<file path="config.mk">
export PLATFORM = sky130hd
export DESIGN_NAME = pending_packet_buffer_by_destination_core
export DESIGN_NICKNAME = d
export VERILOG_FILES = /design/src/rtl/ppbd_pkg.sv /design/src/rtl/pending_packet_buffer_by_destination_core.sv /design/src/rtl/ppbd_ram.sv
export SDC_FILE = /design/constraint.sdc
export NUM_CORES = 2
export LEC_CHECK = 0
export ABC_AREA = 0
export BUFFER_PORTS_ARGS = -buffer_cell sky130_fd_sc_hd__buf_2
export CORE_ASPECT_RATIO = 1.5
export CORE_MARGIN = 2
export CORE_UTILIZATION = 52
export DETAILED_ROUTE_END_ITERATION = 6
export GPL_TIMING_DRIVEN = 0
export PLACE_DENSITY_LB_ADDON = 0.1
export SLEW_MARGIN = 15
export SYNTH_ARGS = -nofsm -noshare
export SYNTH_HDL_FRONTEND = slang
export SYNTH_HIERARCHICAL = 1
export SYNTH_SLANG_ARGS = --single-unit
</file>
<file path="constraint.sdc">
create_clock -name clk -period 9.1 [get_ports clk]
set_input_delay 1.82 -clock clk [delete_from_list [all_inputs] [get_ports clk]]
set_output_delay 1.82 -clock clk [all_outputs]
set_load 0.01 [all_outputs]
</file>
<file path="src/rtl/ppbd_pkg.sv">
// Shared types and constants of the pending packet buffer.
// Used by the top level and the port checker.
`default_nettype none

package ppbd_pkg;

    localparam int CAPACITY    = 32;
    localparam int HANDLE_BITS = 16;
    localparam int IDX_W       = $clog2(CAPACITY);
    localparam int CNT_W       = $clog2(CAPACITY + 1);

    typedef enum logic [1:0] {
        CMD_ADD          = 2'd0,
        CMD_FLUSH_EXACT  = 2'd1,
        CMD_FLUSH_MASKED = 2'd2,
        CMD_DROP_EXACT   = 2'd3
    } cmd_t;

    typedef enum logic [2:0] {
        STATUS_ADDED        = 3'd0,
        STATUS_REJECTED     = 3'd1,
        STATUS_SEND         = 3'd2,
        STATUS_RETURN_ERROR = 3'd3,
        STATUS_NO_MATCH     = 3'd4
    } status_t;

    typedef struct packed {
        logic [1:0]             cmd;
        logic [31:0]            dest_address;
        logic [31:0]            net_mask;
        logic [HANDLE_BITS-1:0] packet_handle;
    } in_word_t;

    typedef struct packed {
        logic [2:0]             status;
        logic [HANDLE_BITS-1:0] out_handle;
        logic [31:0]            send_delay;
        logic                   last;
    } out_word_t;

    typedef struct packed {
        logic [31:0]            dest;
        logic [HANDLE_BITS-1:0] handle;
    } entry_t;

endpackage

`default_nettype wire

</file>
<file path="src/rtl/pending_packet_buffer_by_destination_core.sv">
// Top level of the pending packet buffer: control sequencer and output register.
// Depends on ppbd_pkg and ppbd_ram.
//
// Packets wait in an entry memory kept packed in arrival order, up to CAPACITY deep.
// An add, or a flush or drop on an empty buffer, yields one output word.
// A flush or drop over N held entries scans them one entry per cycle through
// the single read port of the entry memory, except while the output side stalls;
// matches leave in arrival order and survivors are written back compacted.
// No new input word is taken while a flush or drop is in progress.
`default_nettype none

module pending_packet_buffer_by_destination_core
    import ppbd_pkg::*;
(
    input  wire logic      clk,
    input  wire logic      rst_n,
    input  wire logic      cfg_write_en,
    input  wire logic [15:0] cfg_write_data,
    input  wire logic      in_valid,
    output logic           in_stall,
    input  wire in_word_t  in_word,
    output logic           out_valid,
    input  wire logic      out_stall,
    output out_word_t      out_word
);

    typedef enum logic [2:0] {
        ST_IDLE  = 3'b001,
        ST_SCAN  = 3'b010,
        ST_DRAIN = 3'b100
    } state_t;

    state_t      state_reg, state_next;
    logic [15:0] step_reg;
    logic [CNT_W-1:0] count_reg, count_next;
    logic [IDX_W-1:0] idx_reg, idx_next;
    logic [CNT_W-1:0] kept_reg, kept_next;
    logic [31:0] acc_reg, acc_next;
    logic        pend_valid_reg, pend_valid_next;
    out_word_t   pend_reg, pend_next;
    logic        op_drop_reg, op_drop_next;
    logic [31:0] key_reg, key_next;
    logic [31:0] mask_reg, mask_next;
    logic        out_valid_reg;
    out_word_t   out_reg, out_next;
    logic        out_load;

    logic             ram_we, ram_re;
    logic [IDX_W-1:0] ram_waddr, ram_raddr;
    entry_t           ram_wdata, ram_rdata;

    logic        out_free, accept, match, last_entry;
    logic [32:0] acc_sum;

    ppbd_ram #(
        .WIDTH($bits(entry_t)),
        .DEPTH(CAPACITY)
    ) u_ram (
        .clk    (clk),
        .wr_en  (ram_we),
        .wr_addr(ram_waddr),
        .wr_data(ram_wdata),
        .rd_en  (ram_re),
        .rd_addr(ram_raddr),
        .rd_data(ram_rdata)
    );

    assign out_free   = !out_valid_reg || !out_stall;
    assign in_stall   = !((state_reg == ST_IDLE) && out_free);
    assign accept     = in_valid && !in_stall;
    assign out_valid  = out_valid_reg;
    assign out_word   = out_reg;
    assign match      = ((ram_rdata.dest ^ key_reg) & mask_reg) == 32'd0;
    assign last_entry = {1'b0, idx_reg} == (count_reg - CNT_W'(1));
    assign acc_sum    = {1'b0, acc_reg} + {17'd0, step_reg};

    always_comb
    begin
        state_next      = state_reg;
        count_next      = count_reg;
        idx_next        = idx_reg;
        kept_next       = kept_reg;
        acc_next        = acc_reg;
        pend_valid_next = pend_valid_reg;
        pend_next       = pend_reg;
        op_drop_next    = op_drop_reg;
        key_next        = key_reg;
        mask_next       = mask_reg;
        out_load        = 1'b0;
        out_next        = out_reg;
        ram_we          = 1'b0;
        ram_waddr       = kept_reg[IDX_W-1:0];
        ram_wdata       = ram_rdata;
        ram_re          = 1'b0;
        ram_raddr       = idx_reg;

        unique case (state_reg)
            ST_IDLE:
            begin
                if (accept)
                begin
                    if (in_word.cmd == CMD_ADD)
                    begin
                        out_load            = 1'b1;
                        out_next.out_handle = in_word.packet_handle;
                        out_next.send_delay = 32'd0;
                        out_next.last       = 1'b1;
                        if (count_reg == CNT_W'(CAPACITY))
                        begin
                            out_next.status = STATUS_REJECTED;
                        end
                        else
                        begin
                            out_next.status  = STATUS_ADDED;
                            ram_we           = 1'b1;
                            ram_waddr        = count_reg[IDX_W-1:0];
                            ram_wdata.dest   = in_word.dest_address;
                            ram_wdata.handle = in_word.packet_handle;
                            count_next       = count_reg + CNT_W'(1);
                        end
                    end
                    else if (count_reg == '0)
                    begin
                        out_load            = 1'b1;
                        out_next.status     = STATUS_NO_MATCH;
                        out_next.out_handle = '0;
                        out_next.send_delay = 32'd0;
                        out_next.last       = 1'b1;
                    end
                    else
                    begin
                        key_next        = in_word.dest_address;
                        mask_next       = (in_word.cmd == CMD_FLUSH_MASKED) ?
                                          in_word.net_mask : 32'hFFFF_FFFF;
                        op_drop_next    = in_word.cmd == CMD_DROP_EXACT;
                        ram_re          = 1'b1;
                        ram_raddr       = '0;
                        idx_next        = '0;
                        kept_next       = '0;
                        pend_valid_next = 1'b0;
                        state_next      = ST_SCAN;
                    end
                end
            end
            ST_SCAN:
            begin
                if (!match || !pend_valid_reg || out_free)
                begin
                    if (match)
                    begin
                        if (pend_valid_reg)
                        begin
                            out_load = 1'b1;
                            out_next = pend_reg;
                        end
                        pend_valid_next      = 1'b1;
                        pend_next.out_handle = ram_rdata.handle;
                        pend_next.last       = 1'b0;
                        if (op_drop_reg)
                        begin
                            pend_next.status     = STATUS_RETURN_ERROR;
                            pend_next.send_delay = 32'd0;
                        end
                        else
                        begin
                            pend_next.status     = STATUS_SEND;
                            pend_next.send_delay = acc_reg;
                            acc_next = acc_sum[32] ? 32'hFFFF_FFFF : acc_sum[31:0];
                        end
                    end
                    else
                    begin
                        ram_we    = 1'b1;
                        kept_next = kept_reg + CNT_W'(1);
                    end
                    if (last_entry)
                    begin
                        state_next = ST_DRAIN;
                    end
                    else
                    begin
                        ram_re    = 1'b1;
                        ram_raddr = idx_reg + IDX_W'(1);
                        idx_next  = idx_reg + IDX_W'(1);
                    end
                end
            end
            ST_DRAIN:
            begin
                if (out_free)
                begin
                    out_load = 1'b1;
                    if (pend_valid_reg)
                    begin
                        out_next      = pend_reg;
                        out_next.last = 1'b1;
                    end
                    else
                    begin
                        out_next.status     = STATUS_NO_MATCH;
                        out_next.out_handle = '0;
                        out_next.send_delay = 32'd0;
                        out_next.last       = 1'b1;
                    end
                    pend_valid_next = 1'b0;
                    count_next      = kept_reg;
                    state_next      = ST_IDLE;
                end
            end
            default:
            begin
                state_next = ST_IDLE;
            end
        endcase
    end

    always_ff @(posedge clk or negedge rst_n)
    begin
        if (!rst_n)
        begin
            state_reg      <= ST_IDLE;
            step_reg       <= 16'd10;
            count_reg      <= '0;
            idx_reg        <= '0;
            kept_reg       <= '0;
            acc_reg        <= 32'd0;
            pend_valid_reg <= 1'b0;
            op_drop_reg    <= 1'b0;
            out_valid_reg  <= 1'b0;
        end
        else
        begin
            state_reg      <= state_next;
            count_reg      <= count_next;
            idx_reg        <= idx_next;
            kept_reg       <= kept_next;
            acc_reg        <= acc_next;
            pend_valid_reg <= pend_valid_next;
            op_drop_reg    <= op_drop_next;
            if (cfg_write_en)
            begin
                step_reg <= cfg_write_data;
            end
            if (out_load)
            begin
                out_valid_reg <= 1'b1;
            end
            else if (!out_stall)
            begin
                out_valid_reg <= 1'b0;
            end
        end
    end

    always_ff @(posedge clk)
    begin
        pend_reg <= pend_next;
        key_reg  <= key_next;
        mask_reg <= mask_next;
        out_reg  <= out_next;
    end

endmodule

`default_nettype wire

</file>
<file path="src/rtl/ppbd_ram.sv">
// Generic single-write, single-read synchronous RAM with registered read data.
// Depends on nothing; used by the pending packet buffer for its entry store.
`default_nettype none

module ppbd_ram #(
    parameter int WIDTH  = 48,
    parameter int DEPTH  = 32,
    parameter int ADDR_W = $clog2(DEPTH)
) (
    input  wire logic              clk,
    input  wire logic              wr_en,
    input  wire logic [ADDR_W-1:0] wr_addr,
    input  wire logic [WIDTH-1:0]  wr_data,
    input  wire logic              rd_en,
    input  wire logic [ADDR_W-1:0] rd_addr,
    output logic      [WIDTH-1:0]  rd_data
);

    logic [WIDTH-1:0] mem [DEPTH];

    always_ff @(posedge clk)
    begin
        if (wr_en)
        begin
            mem[wr_addr] <= wr_data;
        end
        if (rd_en)
        begin
            rd_data <= mem[rd_addr];
        end
    end

endmodule

`default_nettype wire

</file>
Word-level counts from Yosys, hierarchy flattened. Memories as Yosys holds them, arrays and structs flattened. A register that Yosys moved wholly into a read port is not among the register bits. Cells that the tools add are included. Widths: inputs -> output; s select.

Register bits: 238. Bits in latches: 0. RAM bits: 1536. Bits in read-only memories: 0. Output and inout port bits: 54. Logic and storage cells: 148. Memories: 1.

$add $sub $neg: 5. $mul: 0. Divide/modulo/power cells: 0. $lt $le $gt $ge: 0. Equality and inequality tests: 20. Shifts and indexed selects: 0. Multiplexer cells: 75. Bitwise gates (word level): 5. Reductions and logical operators: 24.

Memory list: u_ram.mem (depth 32, bits a word 48, read ports 1, clocked after Yosys merged registers in 1, wr ports 1, RTL line ppbd_ram.sv:19) `logic [WIDTH-1:0] mem [DEPTH];`.

Operators by type and width (count): $mux 52 (8); $mux 48 (4); $pmux 52 s3 (1); $mux 6 (9); $mux 5 (9); $add 32x16->33 (1); $and 32x32->32 (1); $logic_not 32->1 (1); $mux 32 (1); $xor 32x32->32 (1); $mux 1 (29); $pmux 6 s2 (2); $ne 2x2->1 const B (10); $mux 3 (6); $reduce_and 7->1 (2); $add 6x1->6 const B (2); $reduce_and 6->1 (2); $pmux 5 s2 (1); $pmux 3 s3 (1); $reduce_and 4->1 (2); $eq 5x6->1 (1); $eq 6x6->1 const B (1); $logic_not 6->1 (1); $pmux 1 s3 (2); other kinds (18) (31).

Depth between registers and ports, before layout.
Depth in word-level cells: 10. Mapped depth: 18.

Cells and area by module. Netlist, hierarchy kept.

By module, submodules not included: ppbd_ram (times used 1, cells an instance 3364, area an instance 61205.0 µm², seq. area each 47565.6 µm²); pending_packet_buffer_by_destination_core (times used 1, cells an instance 989, area an instance 11153.2 µm², seq. area each 6735.2 µm²).

Worst setup path after synthesis. No wires, ideal clock.

Path type: input -> register. Start: input out_stall. End: memory u_ram.mem[19][0] (enable). Setup time: 0.454 ns. Arrival: 5.747 ns. Data required time: 8.646 ns. Setup slack: 2.899 ns. Cell stages on the path: 8. Cell sequence: a21oi_1 -> and3_1 -> and2_1 -> clkbuf_1 -> clkbuf_1 -> o21ai_0 -> or3b_2 -> nor2_1.

RTL lines: start: declaration (RTL line pending_packet_buffer_by_destination_core.sv:23) `input wire logic out_stall,`; $logic_not 1->1; $logic_or 1x1->1 (RTL line pending_packet_buffer_by_destination_core.sv:68) `assign out_free = !out_valid_reg || !out_stall;`; $logic_and 1x1->1 (RTL line pending_packet_buffer_by_destination_core.sv:69) `assign in_stall = !((state_reg == ST_IDLE) && out_free);`; $logic_and 1x1->1 (RTL line pending_packet_buffer_by_destination_core.sv:70) `assign accept = in_valid && !in_stall;`; $mux 5 (RTL line pending_packet_buffer_by_destination_core.sv:100) `if (accept)`; $mux 5 (RTL line pending_packet_buffer_by_destination_core.sv:97) `unique case (state_reg)`; named net ram_waddr[3] (RTL line pending_packet_buffer_by_destination_core.sv:49) `logic [IDX_W-1:0] ram_waddr, ram_raddr;`; end: declaration (RTL line ppbd_ram.sv:19).

The timed path passes the listed nets, and every way through them passes these cells.

Worst setup path after layout.
Start: input in_word[81] in the netlist's numbering. End: register u_ram.rd_data[3] (read register of u_ram.mem), data pin.

Longest elaborated chain between the ends: 4.

Ends and longest elaborated chain: start: declaration (RTL line pending_packet_buffer_by_destination_core.sv:21) `input wire in_word_t in_word,`; $logic_not 2->1 (RTL line pending_packet_buffer_by_destination_core.sv:102) `if (in_word.cmd == CMD_ADD)`; $mux 5 (2 in a row); $pmux 5 s2 (RTL line pending_packet_buffer_by_destination_core.sv:97); named net idx_next[1] (RTL line pending_packet_buffer_by_destination_core.sv:36) `logic [IDX_W-1:0] idx_reg, idx_next;`; end: declaration (RTL line ppbd_ram.sv:16) `output logic [WIDTH-1:0] rd_data`.

The timed path passes the listed nets, and every way through them passes these cells. A chain may end at the register's enable or synchronous reset.

==> impl_metrics.env <==
export IMPL_cp_required_ps=9570
export IMPL_hold_buffers=0
export IMPL_fillers=10351
export IMPL_root_buffer="clkbuf_16"
export IMPL_placed_area_mm2=0.0774
export IMPL_setup_ws_ps=3030
export IMPL_max_slew_margin_pct=19.3
export IMPL_worst_clock_skew_ps=36.2
export IMPL_fmax_mhz=165
export IMPL_netlist_top_cells_count="edfxtp_1 (1749), mux2i_1 (775), nand2_1 (353)"
export IMPL_power_mw=24.7
export IMPL_post_cts_buffers=0
export IMPL_cts_sinks=1820
export IMPL_synth_avg_cell_area_um2=16.6
export IMPL_synthCells=4353
export IMPL_yosysTopAreaCell="edfxtp_1"
export IMPL_critPathKind="in -> reg"
export IMPL_cts_resized=0
export IMPL_drt_iter0_markers=3842
export IMPL_final_max_slew_violation_count=0
export IMPL_routed_via_density=5.95
export IMPL_worstSetupEndpointType="flop"
export IMPL_synth_cell_type_count=69
export IMPL_synth_top_area_share_pct=72.6
export IMPL_cts_buffer_depth=3
export IMPL_setup_viol=0
export IMPL_period_needed_ps=6070
export IMPL_die_y_um=461
export IMPL_antenna_left=0
export IMPL_route_vias_total=40143
export IMPL_die_area_mm2=0.142
export IMPL_grt_overflow_total=0
export IMPL_final_area_mm2=0.0828
export IMPL_rsz0062_at_grt="false"
export IMPL_hold_viol_final=0
export IMPL_synth_top_cells_by_area="edfxtp_1 (73%), mux2i_1 (11%), dfrtp_1 (2.4%)"
export IMPL_status="completed"
export IMPL_area_growth_pct=14.4
export IMPL_yosys_warnings=6
export IMPL_die_width_um=309
export IMPL_ys_async_sr_fraction_pct=3.90
export IMPL_std_cell_rows=167
export IMPL_ys_ff_latch=1820
export IMPL_largest_register_ffs=1536
export IMPL_initial_core_util_pct=52.4
export IMPL_synth_edff_count=1749
export IMPL_seq_area_frac_synth_pct=75.0
export IMPL_first_global_vias=39660
export IMPL_firstDrtPassIters=5
export IMPL_port_buffers=155
export IMPL_wl_per_cell_um=29.0
export IMPL_leakage_nw=27.5
export IMPL_post_place_ws_ps=2290
export IMPL_grt_pass1_wl_um=278000
export IMPL_netlist_area_mm2=0.0724
export IMPL_power_density_mw_per_mm2=298
export IMPL_cp_start_kind="primary input"
export IMPL_yosysMostFrequentCell="edfxtp_1"
export IMPL_clk_insertion_delay_late_ps=830
export IMPL_numCtsBuffers=169
export IMPL_wl_um=196000
export IMPL_cp_max_fo=63
export IMPL_core_area_mm2=0.138
export IMPL_setup_tns_ps=0
export IMPL_cts_tree="yes"
export IMPL_routabilityCongestion=0.893
export IMPL_ios=157
export IMPL_drc=0
export IMPL_drive_above_1_share_pct=13.9
export IMPL_hp_class="reg -> reg"
export IMPL_syn_nets=4477
export IMPL_ir_drop_uv=212
export IMPL_cap_violations=0
export IMPL_dp_hpwl_um=134000
export IMPL_timing_final_crit_share_pct=66.7
export IMPL_track_usage_pct=27.7
export IMPL_cp_data_arrival_time_ps=6540
export IMPL_grt_max_degree=64
export IMPL_cts_max_level=4
export IMPL_worst_pin_slew_ps=1210
export IMPL_synth_top_flop_cell="edfxtp_1"
export IMPL_fin_nets=4881
export IMPL_antenna_found_initial=14
export IMPL_clk_pin_slew_ps=60
report_power, final:
part	leakage (nW)	switching, mW	internal (mW)
clock	2.63	3.04	3.88
combinational	8.21	4.66	2.28
sequential	16.7	0.216	10.6
cell type report:
class / instances / area (um^2) / share of cell area (%)
plain buffers: 232 / 1440 / 1.74
multi-input cells: 2282 / 16800 / 20.3
repair buffers: 233 / 2440 / 2.95
flip-flops and latches: 1820 / 54300 / 65.6
diodes: 3 / 7.51 / 0.00907
well taps: 1859 / 2330 / 2.81
inverters: 19 / 78.8 / 0.0952
clock inverters: 92 / 751 / 0.907
clock buffers: 212 / 4590 / 5.55
worst paths after layout:
check | startpoint | end | slack, ps | cells after the start
min in group asynchronous | rst_n | idx_reg[4]$_DFF_PN0_ | 890 | 1
worst min-delay path | u_ram/rd_data[8]$_DFFE_PP_ | pend_reg[41]$_DFFE_PP_ | 470 | 0
worst max-delay path | in_word[81] | u_ram/rd_data[3]$_DFFE_PP_ | 3030 | 15
worst max register to register | u_ram/rd_data[47]$_DFFE_PP_ | u_ram/rd_data[3]$_DFFE_PP_ | 3080 | 15
max in group asynchronous | rst_n | step_reg[3]$_DFFE_PN1P_ | 7550 | 2
worst min register to register | u_ram/rd_data[8]$_DFFE_PP_ | pend_reg[41]$_DFFE_PP_ | 470 | 0
through the flow:
stage,hold WS (ps),utilization [%],cells
final,468,59.9,6752
after global routing,482,59.9,6750
after CTS,470,59.9,6749
after detailed placement,460,56.0,6445
after global placement,457,54.6,6367
after floorplan,426,-,4353
kinds of logic (layout without fill, tap and decap cells):
logic type	count (synthesis)	count (layout)	share of synthesized area (%)
AOI/OAI and AO/OA	587	587	5.53
xor gates and xnor gates	54	54	0.654
adders and majority gates	21	21	0.374
buffers and inverters	251	788	2.08
DFF	1820	1820	75.0
muxes	794	794	11.0
other	0	3	0
and+or+nand+nor	826	826	5.30
layout by cell type, fill, tap and decap left out, types with 20 or more instances in the layout:
master        n
a22o_1      114
a21oi_1     173
nand2_1     351
a22oi_1     161
mux2i_1     775
xor2_1       41
nor3_1       59
o21ai_0      28
clkinv_2     34
edfxtp_1   1749
buf_2       200
nor2b_1      27
nand2b_1     37
clkbuf_1    119
clkinv_1     38
and2_1       37
buf_6        44
nor2_1       65
a31oi_1      53
nand3_1     162
dfrtp_1      68
ha_1         20
buf_4        41
clkbuf_16   177
nor2_4       33
buf_12       60
critical path, stage by stage:
cell and delay [ps]:
buf_2 140, o22ai_1 260, or2_2 160, clkbuf_1 420
clkinv_4 290, buf_16 250, a21oi_1 310, a32o_1 310
and2b_1 190, buf_4 320, buf_2 600, clkbuf_1 790
nand2_1 150, nand3_1 210, nand3_1 230
layer usage:
layer  share of wire [%]  global-route usage, %  vias to the layer above
met3                 6.0                   4.66                      359
met5              0.0087                      0                        -
met1                  39                   35.1                    20666
met2                  51                   47.6                     1404
met4                 4.1                   11.1                        2
li1                    -                      -                    17712
No activity file was read; power rests on OpenSTA's default activity.
